### src/rtl/core/pvp_pkg.sv
// ----------------------------------------------------------------------------
// pvp_pkg
// Shared types, widths and constants for the perspective vertex projector.
// ----------------------------------------------------------------------------
package pvp_pkg;

  localparam int DATA_W        = 32;
  localparam int PROD_W        = 2 * DATA_W;
  localparam int QUO_W         = DATA_W;
  localparam int N_LANES       = 3;
  localparam int FRAC_BITS_DEF = 16;
  localparam int CFG_IDX_W     = 2;

  localparam logic [DATA_W-1:0] SAT_POS = {1'b0, {(DATA_W-1){1'b1}}};
  localparam logic [DATA_W-1:0] SAT_NEG = {1'b1, {(DATA_W-1){1'b0}}};

  typedef enum logic [CFG_IDX_W-1:0] {
    CFG_X_SCALE  = 2'd0,
    CFG_Y_SCALE  = 2'd1,
    CFG_Z_SCALE  = 2'd2,
    CFG_Z_OFFSET = 2'd3
  } cfg_reg_t;

  // One item as it travels along the divider chain.
  typedef struct packed {
    logic                           valid;
    logic                           w_zero;
    logic [DATA_W-1:0]              divisor;
    logic [N_LANES-1:0]             neg;
    logic [N_LANES-1:0][PROD_W-1:0] rem;
    logic [N_LANES-1:0][QUO_W-1:0]  quo;
  } cell_data_t;

  function automatic logic signed [PROD_W-1:0] sext(input logic [DATA_W-1:0] v);
    sext = {{(PROD_W-DATA_W){v[DATA_W-1]}}, v};
  endfunction

endpackage

### src/rtl/core/pvp_div_cell.sv
// ----------------------------------------------------------------------------
// pvp_div_cell
// One step of the restoring divider: decides quotient bit SHIFT for all three
// lanes and hands the reduced remainders to the next cell.
// ----------------------------------------------------------------------------
module pvp_div_cell #(
  parameter int SHIFT = 0
) (
  input  logic                clk,
  input  logic                rst_n,
  input  pvp_pkg::cell_data_t d_in,
  output pvp_pkg::cell_data_t d_out
);
  import pvp_pkg::*;

  localparam logic [QUO_W-1:0] LOW_MASK = (QUO_W'(1) << SHIFT) - QUO_W'(1);

  logic [PROD_W-1:0] step;
  logic [PROD_W:0]   diff [N_LANES];
  cell_data_t        d_nxt, d_r;

  assign step = PROD_W'(d_in.divisor) << SHIFT;

  always_comb begin
    d_nxt = d_in;
    for (int i = 0; i < N_LANES; i++) begin
      diff[i] = {1'b0, d_in.rem[i]} - {1'b0, step};
      if (!diff[i][PROD_W]) begin
        d_nxt.rem[i]        = diff[i][PROD_W-1:0];
        d_nxt.quo[i][SHIFT] = 1'b1;
      end
    end
  end

  always_ff @(posedge clk) begin
    if (!rst_n) begin
      d_r.valid <= 1'b0;
    end else begin
      d_r.valid <= d_nxt.valid;
    end
    d_r.w_zero  <= d_nxt.w_zero;
    d_r.divisor <= d_nxt.divisor;
    d_r.neg     <= d_nxt.neg;
    d_r.rem     <= d_nxt.rem;
    d_r.quo     <= d_nxt.quo;
  end

  assign d_out = d_r;

`ifndef SYNTH
  a_valid_moves: assert property (@(posedge clk) disable iff (!rst_n)
    d_in.valid |=> d_r.valid)
    else $error("item lost in divider cell");

  a_divisor_nonzero: assert property (@(posedge clk) disable iff (!rst_n)
    d_r.valid |-> d_r.divisor != '0)
    else $error("zero divisor in divider chain");

  a_low_bits_clear: assert property (@(posedge clk) disable iff (!rst_n)
    d_r.valid |-> ((d_r.quo[0] & LOW_MASK) == '0) && ((d_r.quo[1] & LOW_MASK) == '0)
                  && ((d_r.quo[2] & LOW_MASK) == '0))
    else $error("quotient bit set ahead of its cell");
`endif

endmodule

### config.mk
export PLATFORM = sky130hd
export DESIGN_NAME = pvp_div_cell
export DESIGN_NICKNAME = d
export VERILOG_FILES = /design/src/rtl/core/pvp_pkg.sv /design/src/rtl/core/pvp_div_cell.sv
export SDC_FILE = /design/constraint.sdc
export NUM_CORES = 1
export LEC_CHECK = 0
export ABC_AREA = 1
export BUFFER_PORTS_ARGS = -buffer_cell sky130_fd_sc_hd__buf_2
export CAP_MARGIN = 10
export CORE_AREA = 2 2 256 258
export DETAILED_ROUTE_END_ITERATION = 16
export DIE_AREA = 0 0 258 260
export GPL_ROUTABILITY_DRIVEN = 1
export PLACE_DENSITY = 0.64
export SYNTH_ARGS = -nofsm -noshare
export SYNTH_HDL_FRONTEND = slang
export SYNTH_SLANG_ARGS = --single-unit
### constraint.sdc
create_clock -name clk -period 2.6 [get_ports clk]
set_input_delay 0.39 -clock clk [delete_from_list [all_inputs] [get_ports clk]]
set_output_delay 0.39 -clock clk [all_outputs]
set_load 0.03 [all_outputs]
; After elaboration in Yosys (flattened, before gate mapping)
; Cells that the tools add are included.
[totals]
in_bits = 327
register_bits = 325
word_cells = 19
output_inout_bits = 325
[op_classes]
mux = 3
n_addsub = 3
[op_table]
columns = cell, n
row1 = $sub A64 B32 Y65, 3
row2 = $mux W64, 3

; Longest topological paths before layout
; Gate-level depths: netlist (run 1).
[depth]
ltp_word = 2
ltp_mapped = 18
ltp_nobuf = 17

; Least setup slack after synthesis (run 1)
; No wires, ideal clock.
[synth_path]
path_kind = in2reg
from = input port d_in[224] (netlist bit)
to = register d_r (netlist bit d_out[255])
t_arrival_ps = 2179
stages = 17
path_buffers = 2
setup_ps = 116
setup_slack_ps = 305
cell_sequence = inv_1 -> ha_1 -> fa_1 -> inv_1 -> nand3_1 -> nand2_4 -> nand2_2 -> nand2_4 -> nand2_1 -> nand2_2 -> nand2_2 -> nand3_4 -> inv_4 -> buf_8 -> buf_12 -> nand2_4 -> o21ai_2
[synth_lines]
columns = element, line
row1 = "start, declared", pvp_div_cell.sv:11  ; input pvp_pkg::cell_data_t d_in,
row2 = "end, declared", pvp_div_cell.sv:20  ; cell_data_t d_nxt, d_r;

==> key figures, run 1 <==
Placed design
  – Hpwl dp: 86420 um
  – RD Place Congestion: 0.9812
  – Number of I/O port buffers: roughly 650
  – Setup Slack @ Placement: -0.1061 ns

Floorplanning
  – I/O pin total: approximately 650
  – Num rows: between 90 and 100
  – Die H: about 260 um
  – Core area: between 60000 and 70000 sq um
  – Die ar.: 67080 sq um
  – Die X: 258 um
  – Starting Density: between 30% and 40%

Worst setup path
  – Delay-heaviest family, CP: simple AND/OR/NAND/NOR gates
  – Data arrival, critical path: 3.04 ns
  – Critical Path Max Stage Delay: between 0.5 and 0.6 ns
  – Worst endpoint required time: 3.05 ns
  – CP Capture Point: d_out[286]
  – Setup crit end kind: flip-flop
  – Critical path type: input port to flip-flop
  – Worst path most repeated cell: nand2_1
  – CP Launch Type: input port
  – Worst path depth: 14
  – CP Max Fanout: 4
  – Crit path max-delay cell type: dlygate4sd3_1
  – WP buf/inv: 4
  – Crit path from: d_in[312]
  – Critical path cell sequence: dlygate4sd3_1, buf_2, clkinvlp_4, ha_1, nand2_1, nor2_1, nand2_1, buf_4, nor2_1, nand2_1, nand3_1, nand2_1, nand4_1, nand2_1

Timing
  – Max-slew violations: 0
  – Total negative slack: 0 ns
  – Endpoints failing setup: 0
  – Hold WS: 0.03654 ns
  – Final hold vios: 0
  – Worst Tran Pin Value: between 0.6 and 0.7 ns
  – RSZ-0062 raised after global routing: yes
  – Fmax achieved: ~380 MHz
  – Final period util: 99.90%
  – Worst slew slack as a fraction of its limit: between 50% and 60%
  – Worst Slack Setup Final: ~0.0026 ns
  – Tmin final: about 2.6 ns

Detailed routing
  – Residual DRC: 0
  – Routed vias: between 20000 and 30000
  – Drt first pass iters: 6
  – Final ANT Viol Nets: 0
  – Via density: about 4.7
  – Final wirelength: approximately 100000 um
  – Avg WL per Cell: ~20 um
  – Iteration-0 DRC Markers: around 1600

Clock tree
  – # clock sinks: between 300 and 400
  – H-tree levels: 2
  – Num CTS Buffers: 40
  – Clock slew at reported path FFs: 0.06 ns
  – CTS tree: done
  – Clock buffer depth: 3
  – Root Buffer: clkbuf_16

Pwr
  – Power Dens Cells: around 560 nW/um^2
  – Sw frac: ~37%
  – Peak supply drop: ~0.43 mV
  – P_sw: around 0.0062 W
  – Gate power share: between 30 and 40%
  – P_int: roughly 0.011 W
  – Register share of total power: 33.8%
  – Clock power frac: 33.4%
  – Static Leak: ~16 nW

Final layout
  – Max reg flops: 325
  – Fin nets: around 4900
  – Area grow syn2layout: 48.46%
  – Layout cells sized above 1: 28.30%

Yosys
  – Top cell type's share of synthesized area: a little under a third
  – Mapped Area: roughly 21000 sq um
  – Syn Inst Count: around 3300
  – Sequential fraction of the synthesis area: 31.61%
  – Area leader, netlist: dfxtp_1
  – Yosys cell types: 45
  – Post-synth EDFFs: 0
  – Synth Net Count: roughly 3800
  – Synthesized flop and latch total: 325
  – Async SR Flop Fraction: 0%
  – Post-Syn Area per Cell: ~6 sq um
  – Synth top area cells: dfxtp_1 32%, nand2_1 22%, inv_1 9.5%, nor2_1 6.7%, ha_1 5.8%
  – Yosys warning total: 0
  – Post-synth top flop: dfxtp_1

Hold path
  – Hold Path Cell Cnt: 3
  – Min-delay src: d_in[263]
  – Worst Hold Class: input port to flip-flop

Global routing
  – Largest net degree at the start of global routing: 42
  – Initial antenna violation count: 15
  – First-pass GRT wire length: 147700 um
  – Aggregate global routing overflow: 0
  – Number of global-route vias before repair: approximately 24000
  – Total GRT Usage: about 29%

Outcome
  – Outcome: completed

Job
  – Number of max-cap violations: 0
[cell families after synthesis]
kind of cell               synth area share [%]
and+or+nand+nor                           40.21
buffers and inverters                     11.00
DFF                                       31.61
AOI/OAI and AO/OA                         7.993
adders and majority gates                 6.127
xor gates and xnor gates                  3.063
[cell type report]
cell class	instances	area, sq um
clock buffers	49	1055
multi-input cells	2433	12280
clock inverters	18	224.0
repair buffers	1104	7338
diodes	8	20.02
fillers	6731	33550
flip-flops and latches	325	6506
well taps	855	1070
inverters	538	2066
[synthesized netlist by cell type, types with 2 or more instances]
cell	number
a21o_1	5
a21oi_1	110
a21oi_2	46
a31oi_1	2
and2_1	6
and3_1	3
buf_2	18
buf_6	9
clkbuf_1	2
dfxtp_1	325
fa_1	3
ha_1	96
inv_1	522
inv_2	14
nand2_1	1217
nand2_2	11
nand2_4	12
nand3_1	196
nand3_4	2
nand3b_1	8
nand4_1	67
nor2_1	368
nor2_2	14
nor2_4	2
nor3_1	58
nor3_2	2
nor3b_1	2
nor4_1	3
o21ai_0	56
o21ai_1	26
o21ai_2	17
o21bai_1	10
or2_1	2
or2_2	13
xnor2_1	60
xor2_1	12
[repair_timing]
item	4_1_cts	5_1_grt
endpoints found under the setup margin	0	179
buffers inserted	0	12
gates resized for setup	0	131
endpoints found under the hold margin	133	0
hold buffers	134	0
[per-layer routing]
metal	vias to the layer above	part of all wire (%)	GRT usage [%]
li1	12550	-	-
met3	189	6.9	5.166
met5	-	0.074	0
met4	12	4.0	10.48
met1	11400	41	35.16
met2	858	48	52.50
[worst min-delay path by stage]
stage / endpoint
2_1_floorplan: d_out[10]
3_3_place_gp: d_out[56]
3_5_place_dp: d_out[51]
4_1_cts: d_out[263]
5_1_grt: d_out[174]
6_report: d_out[263]
[power by group through the flow]
stage                     clock, W  sequential, W  combinational, W
final                      0.00567        0.00574           0.00559
after global routing       0.00599        0.00577           0.00599
after detailed placement         0        0.00584           0.00523
after global placement           0        0.00585           0.00523
after CTS                  0.00579        0.00574           0.00543
after floorplan                  0        0.00682           0.00186
[cells in the final DEF, fill, tap and decap left out, types with 10 or more instances in the layout]
cell,instances
o21ai_0,54
xor2_1,12
nor2_4,10
o21ai_1,27
nand3_1,189
buf_12,17
inv_1,513
o21ai_2,18
a21oi_1,104
buf_2,648
nand2_2,36
inv_2,14
dlygate4sd3_1,132
nand4_1,67
ha_4,16
clkbuf_16,43
nand2_1,1192
clkinvlp_4,13
ha_1,78
or2_2,13
nand2_4,12
nor3_1,58
nor2_2,39
nor2_1,335
o21bai_1,10
dfxtp_1,325
buf_4,293
a21oi_2,51
xnor2_1,60
[per-stage QoR]
| step | std cells | util (%) | area (sq um) | power, W |
|---|---|---|---|---|
| detailed placement | 5108 | 42.37 | 27170 | 0.01107 |
| global placement | 5108 | 42.37 | 27170 | 0.01108 |
| finish | 5330 | 47.67 | 30560 | 0.01701 |
| global route | 5326 | 47.65 | 30550 | 0.01775 |
| floorplan | 3328 | - | 20580 | 0.008682 |
| CTS | 5309 | 46.46 | 29790 | 0.01696 |
[tightest hold or removal path: stages]
cell     delay, ns
buf_2         0.09
nand2_1       0.04
nand2_1       0.04
Power figures use the tool's default switching activity.
==> inputs of run 2 (changes only) <==
--- a/config.mk
+++ b/config.mk
@@ -5,14 +5,13 @@
 export SDC_FILE = /design/constraint.sdc
 export NUM_CORES = 1
 export LEC_CHECK = 0
-export ABC_AREA = 1
 export BUFFER_PORTS_ARGS = -buffer_cell sky130_fd_sc_hd__buf_2
 export CAP_MARGIN = 10
-export CORE_AREA = 2 2 256 258
+export CORE_AREA = 2 2 254 256
 export DETAILED_ROUTE_END_ITERATION = 16
-export DIE_AREA = 0 0 258 260
+export DIE_AREA = 0 0 256 258
 export GPL_ROUTABILITY_DRIVEN = 1
-export PLACE_DENSITY = 0.64
+export PLACE_DENSITY = 0.48
 export SYNTH_ARGS = -nofsm -noshare
 export SYNTH_HDL_FRONTEND = slang
 export SYNTH_SLANG_ARGS = --single-unit
==> constraint.sdc (replaced) <==
create_clock -name clk -period 2.7 [get_ports clk]
set_input_delay 0.405 -clock clk [delete_from_list [all_inputs] [get_ports clk]]
set_output_delay 0.405 -clock clk [all_outputs]
set_load 0.03 [all_outputs]
==> key figures, run 2 <==
Timing
  – Hold WS: ~0.04 ns
  – Worst Slack Setup Final: 0.05348 ns
  – RSZ-0062 raised after global routing: yes
  – Max-slew violations: 0
  – Final period util: 98.02%
  – Final hold vios: 0
  – Worst Tran Pin Value: approximately 0.62 ns
  – Worst slew slack as a fraction of its limit: between 50% and 60%
  – Tmin final: roughly 2.6 ns
  – Endpoints failing setup: 0
  – Fmax achieved: about 380 MHz

Outcome
  – Outcome: completed

Global routing
  – Largest net degree at the start of global routing: 47
  – First-pass GRT wire length: ~120000 um
  – Initial antenna violation count: 15
  – Total GRT Usage: a little under a quarter
  – Number of global-route vias before repair: about 20000
  – Aggregate global routing overflow: 0

Pwr
  – Gate power share: 31.0%
  – Static Leak: between 10 and 15 nW
  – Peak supply drop: ~0.43 mV
  – Power Dens Cells: 580.2 nW/um^2
  – P_int: about 0.011 W
  – Clock power frac: 35.1%
  – Sw frac: between 30% and 40%
  – Register share of total power: ~34%
  – P_sw: roughly 0.0055 W

Detailed routing
  – Final wirelength: 78060 um
  – Final ANT Viol Nets: 0
  – Iteration-0 DRC Markers: between 700 and 800
  – Routed vias: between 15000 and 20000
  – Drt first pass iters: 5
  – Via density: between 4 and 5
  – Avg WL per Cell: about 19 um
  – Residual DRC: 0

Yosys
  – Post-synth EDFFs: 0
  – Synth cell count leaders: 325 x dfxtp_1, 164 x nor2_1, 161 x a21oi_1
  – Synth top area cells: dfxtp_1 40%, ha_1 7.5%, xor2_1 5.2%, a21oi_1 5.0%, xnor2_1 4.1%
  – Synth Net Count: between 2000 and 2500
  – Area leader, netlist: dfxtp_1
  – Most common cell in the netlist: dfxtp_1
  – Yosys cell types: 72
  – Post-synth top flop: dfxtp_1
  – Synthesized flop and latch total: between 300 and 400
  – Yosys warning total: 0
  – Sequential fraction of the synthesis area: between 40% and 50%
  – Syn Inst Count: about 1900
  – Top cell type's share of synthesized area: between 40% and 50%
  – Post-Syn Area per Cell: 8.636 sq um
  – Async SR Flop Fraction: 0%
  – Mapped Area: approximately 16000 sq um

Floorplanning
  – Core area: between 60000 and 70000 sq um
  – Starting Density: between 20% and 30%
  – Die H: about 260 um
  – Num rows: between 90 and 100
  – Die X: ~260 um
  – I/O pin total: approximately 650
  – Die ar.: around 66000 sq um

Final layout
  – Final Non-Filler Cells: 4085
  – Commonest cells after routing, fill and taps aside: 647 x buf_2, 561 x buf_4, 325 x dfxtp_1
  – Area grow syn2layout: 75.36%
  – Max reg flops: roughly 330
  – Layout cells sized above 1: a little under half
  – Leading cell type in the layout, fill and taps excluded: buf_2
  – Fin nets: approximately 3600
  – Final Util: 44.33%
  – Fill count: 6300

Placed design
  – Setup Slack @ Placement: -0.8915 ns
  – Hpwl dp: approximately 65000 um
  – RD Place Congestion: around 0.96
  – Cells after DPL: 3859
  – Number of I/O port buffers: between 600 and 700

Worst setup path
  – Data arrival, critical path: ~3.1 ns
  – Setup crit end kind: flip-flop
  – CP Launch Type: input port
  – CP Max Fanout: 8
  – Critical path cell sequence: buf_2, clkinvlp_4, buf_6, ha_4, buf_4, a2111oi_4, a22oi_1, or4_1, o221a_4, a22o_4, nor3_4, xor2_1
  – Critical Path Max Stage Delay: 0.44 ns
  – Worst endpoint required time: between 3 and 4 ns
  – Critical path type: input port to flip-flop
  – Crit path max-delay cell type: or4_1

Clock tree
  – Root Buffer: clkbuf_16
  – Clock slew at reported path FFs: 0.05 ns
  – Clock buffer depth: 3
  – # clock sinks: 325
  – CTS tree: done
  – Num CTS Buffers: 42
  – H-tree levels: 2

Hold path
  – Worst Hold Class: input port to flip-flop
  – Hold Path Cell Cnt: 1

Job
  – Number of max-cap violations: 0
## run 2: cell count changes after synthesis, sizes merged, moves of 38 or more
cell	previous run	this run
xor2	12	96
inv	537	71
nand3	199	46
nand2	1240	155
clkbuf	2	66
nand4	67	24
nor4	3	41
a21o	5	53
nor2	384	164
## run 2: metrics by stage
| stage | area (sq um) | power, W | TNS [ns] |
|---|---|---|---|
| after floorplan | 16620 | 0.008129 | -17.84 |
| after global placement | 24890 | 0.01046 | -110.93 |
| after detailed placement | 24890 | 0.01047 | -115.80 |
| after CTS | 27760 | 0.01649 | -0.3890 |
| after global routing | 28210 | 0.01713 | -0.1741 |
| final | 28210 | 0.01637 | 0 |
## run 2: power by group through the flow
stage	clock network (W)	logic (W)	registers, W
after CTS	0.00591	0.00503	0.00555
final	0.00574	0.00508	0.00555
after global placement	0	0.00481	0.00565
after floorplan	0	0.00151	0.00662
after detailed placement	0	0.00483	0.00565
after global routing	0.00611	0.00544	0.00558
## run 2: metal layers
layer / vias up / track usage [%] / routed length [um]
li1: 9317 / - / -
met1: 8720 / 25.18 / 30740
met2: 583 / 41.50 / 39710
met3: 148 / 4.702 / 4196
met4: 6 / 10.02 / 3373
met5: - / 0 / 39
## run 2: final cells by class
| type | count | area (sq um) | share of cell area (%) |
|---|---|---|---|
| Antenna cell | 9 | 22.52 | 0.07982 |
| Clock buffer | 58 | 1161 | 4.115 |
| Clock inverter | 18 | 234.0 | 0.8293 |
| Inverter | 71 | 309.0 | 1.095 |
| Multi-Input combinational cell | 1393 | 9826 | 34.82 |
| Sequential cell | 325 | 6506 | 23.06 |
| Tap cell | 855 | 1070 | 3.792 |
| Timing Repair Buffer | 1356 | 9086 | 32.20 |
## run 2: repair_timing
action / 4_1_cts / 5_1_grt
buffers inserted: 5 / 9
hold buffers: 126 / 0
hold endpoints to repair: 126 / 0
gates resized for setup: 34 / 78
pin swaps: 8 / 24
gates cloned: 0 / 1
endpoints found under the setup margin: 90 / 117
## run 2: worst max-delay path, delay by kind of cell
family / cells / cell delay (ns)
buffers and inverters: 4 / 0.65
AOI/OAI and AO/OA: 4 / 1.01
xor gates and xnor gates: 1 / 0.21
adders and majority gates: 1 / 0.20
and+or+nand+nor: 2 / 0.64
## run 2: cells by family (layout without fill, tap and decap cells)
| group | Yosys count | count (layout) | synth area share [%] |
|---|---|---|---|
| mux | 6 | 6 | 0.4121 |
| other cells | 0 | 9 | 0 |
| flops | 325 | 325 | 40.44 |
| buf+inv | 145 | 1503 | 3.554 |
| fa+ha+maj | 99 | 99 | 7.839 |
| simple gates | 648 | 648 | 20.11 |
| compound gates | 468 | 468 | 18.28 |
| xor+xnor | 172 | 172 | 9.363 |
## run 2: final timing paths
check	startpoint	slack [ns]	endpoint
max	d_in[309]	0.05	d_out[143]
min	d_in[318]	0.04	d_out[318]
==> inputs of run 3 (changes only) <==
--- a/config.mk
+++ b/config.mk
@@ -11,7 +11,6 @@
 export DETAILED_ROUTE_END_ITERATION = 16
 export DIE_AREA = 0 0 256 258
 export GPL_ROUTABILITY_DRIVEN = 1
-export PLACE_DENSITY = 0.48
 export SYNTH_ARGS = -nofsm -noshare
 export SYNTH_HDL_FRONTEND = slang
 export SYNTH_SLANG_ARGS = --single-unit
==> key figures, run 3 (same netlist as run 2, synthesis figures left out) <==
Outcome
  – Outcome: completed

Timing
  – Fmax achieved: ~370 MHz
  – Worst Tran Pin Value: 0.5067 ns
  – Endpoints failing setup: 0
  – Hold WS: 0.04250 ns
  – Worst Slack Setup Final: approximately 0.02 ns
  – Total negative slack: 0 ns
  – Tmin final: roughly 2.7 ns
  – Final period util: around 100%
  – Worst slew slack as a fraction of its limit: approximately two thirds
  – Max-slew violations: 0
  – Final hold vios: 0
  – RSZ-0062 raised after global routing: yes

Placed design
  – Setup Slack @ Placement: -0.7894 ns
  – RD Place Congestion: around 0.95
  – Number of I/O port buffers: between 600 and 700
  – Hpwl dp: around 61000 um

Final layout
  – Commonest cells after routing, fill and taps aside: 650 x buf_2, 534 x buf_4, 325 x dfxtp_1
  – Layout cells sized above 1: between 40% and 50%
  – Final Util: between 40% and 50%
  – Leading cell type in the layout, fill and taps excluded: buf_2
  – Max reg flops: about 330
  – Fin nets: 3587
  – Area grow syn2layout: 73.78%

Floorplanning
  – Die H: 258 um
  – Core area: approximately 64000 sq um
  – Die X: 256 um
  – Starting Density: about 25%
  – Num rows: slightly above 90
  – I/O pin total: 652
  – Die ar.: ~66000 sq um

Global routing
  – Initial antenna violation count: 25
  – First-pass GRT wire length: between 100000 and 150000 um
  – Total GRT Usage: a little over a fifth
  – Largest net degree at the start of global routing: 36
  – Number of global-route vias before repair: between 15000 and 20000
  – Aggregate global routing overflow: 0

Worst setup path
  – Data arrival, critical path: about 3.2 ns
  – CP Launch Type: input port
  – Setup crit end kind: flip-flop
  – CP Max Fanout: 11
  – Worst endpoint required time: roughly 3.2 ns
  – Critical path type: input port to flip-flop

Detailed routing
  – Avg WL per Cell: about 19 um
  – Drt first pass iters: 5
  – Top Metal Used: met5
  – Routed vias: approximately 19000
  – Metal2 WL: ~37000 um
  – Residual DRC: 0
  – M1 WL: around 30000 um
  – Final wirelength: about 75000 um
  – Via density: 4.616
  – Final ANT Viol Nets: 0
  – Met3 wire len: 5280 um
  – Iteration-0 DRC Markers: slightly below 1000

Clock tree
  – Num CTS Buffers: 39
  – CTS tree: done
  – # clock sinks: 325
  – Root Buffer: clkbuf_16
  – Clock slew at reported path FFs: 0.07 ns
  – H-tree levels: 2
  – Clock buffer depth: 3

Pwr
  – Power Dens Cells: 580.9 nW/um^2
  – Static Leak: approximately 13 nW
  – Gate power share: 30.8%
  – Register share of total power: between 30 and 40%
  – P_sw: roughly 0.0055 W
  – P_int: between 0.01 and 0.015 W
  – Peak supply drop: about 0.46 mV
  – Sw frac: between 30% and 40%
  – Clock power frac: approximately a third

Hold path
  – Worst Hold Class: input port to flip-flop

Job
  – Number of max-cap violations: 0
## run 3: cell types whose count changed in the layout (fill, tap and decap cells not counted), sizes merged
cell / previous run / this run
clkinvlp: 10 / 12
dlygate4sd3: 126 / 130
inv: 71 / 68
clkbuf: 59 / 50
buf: 1229 / 1201
diode: 9 / 16
clkinv: 4 / 9
## run 3: cell type report
cell class | count | area, sq um
multi-input combinational | 1393 | 9741
clock inverter | 22 | 285.3
tap | 855 | 1070
timing repair buffer | 1331 | 8895
inverter | 71 | 315.3
fill | 6259 | 35690
antenna | 16 | 40.04
clock buffer | 50 | 1107
sequential | 325 | 6506
## run 3: routing by layer
metal / up-vias / GRT usage (%)
li1: 9262 / -
met1: 8643 / 24.58
met2: 668 / 38.19
met3: 170 / 5.349
met4: 12 / 10.27
met5: - / 0
## run 3: per-stage QoR
| stage | cells | cell area [sq um] | power (W) |
|---|---|---|---|
| 6_report | 4063 | 27960 | 0.01624 |
| 5_1_grt | 4060 | 27950 | 0.01696 |
| 4_1_cts | 4041 | 27500 | 0.01633 |
| 3_5_place_dp | 3836 | 24720 | 0.01038 |
| 3_3_place_gp | 3836 | 24720 | 0.01037 |
| 2_1_floorplan | 1863 | 16620 | 0.008129 |
## run 3: power groups by stage
| stage | clock, W | combinational (W) | sequential, W |
|---|---|---|---|
| 2_1_floorplan | 0 | 0.00151 | 0.00662 |
| 3_3_place_gp | 0 | 0.00474 | 0.00563 |
| 3_5_place_dp | 0 | 0.00475 | 0.00562 |
| 4_1_cts | 0.00586 | 0.00495 | 0.00553 |
| 5_1_grt | 0.00602 | 0.00537 | 0.00557 |
| 6_report | 0.00570 | 0.00501 | 0.00553 |
## run 3: final timing paths
path | end | slack, ns | start | cells past startpoint
setup / recovery | d_out[137] | 0.02 | d_in[291] | 13
hold / removal | d_out[127] | 0.04 | d_in[127] | 3
## run 3: critical path: stages
cell and delay, ns:
buf_2 0.13, buf_4 0.13, ha_2 0.18, fa_2 0.37, nand2b_4 0.15, a21oi_2 0.16, o211ai_1 0.17, a211o_1 0.38
a21oi_2 0.20, buf_12 0.16, o21bai_1 0.12, or4_4 0.43, xnor2_1 0.14
## run 3: timing repair
action | CTS | global route
pin swaps | 5 | 27
setup endpoints to repair | 76 | 123
endpoints found under the hold margin | 129 | 0
setup buffers | 3 | 6
resized for setup | 18 | 74
hold buffers | 130 | 0
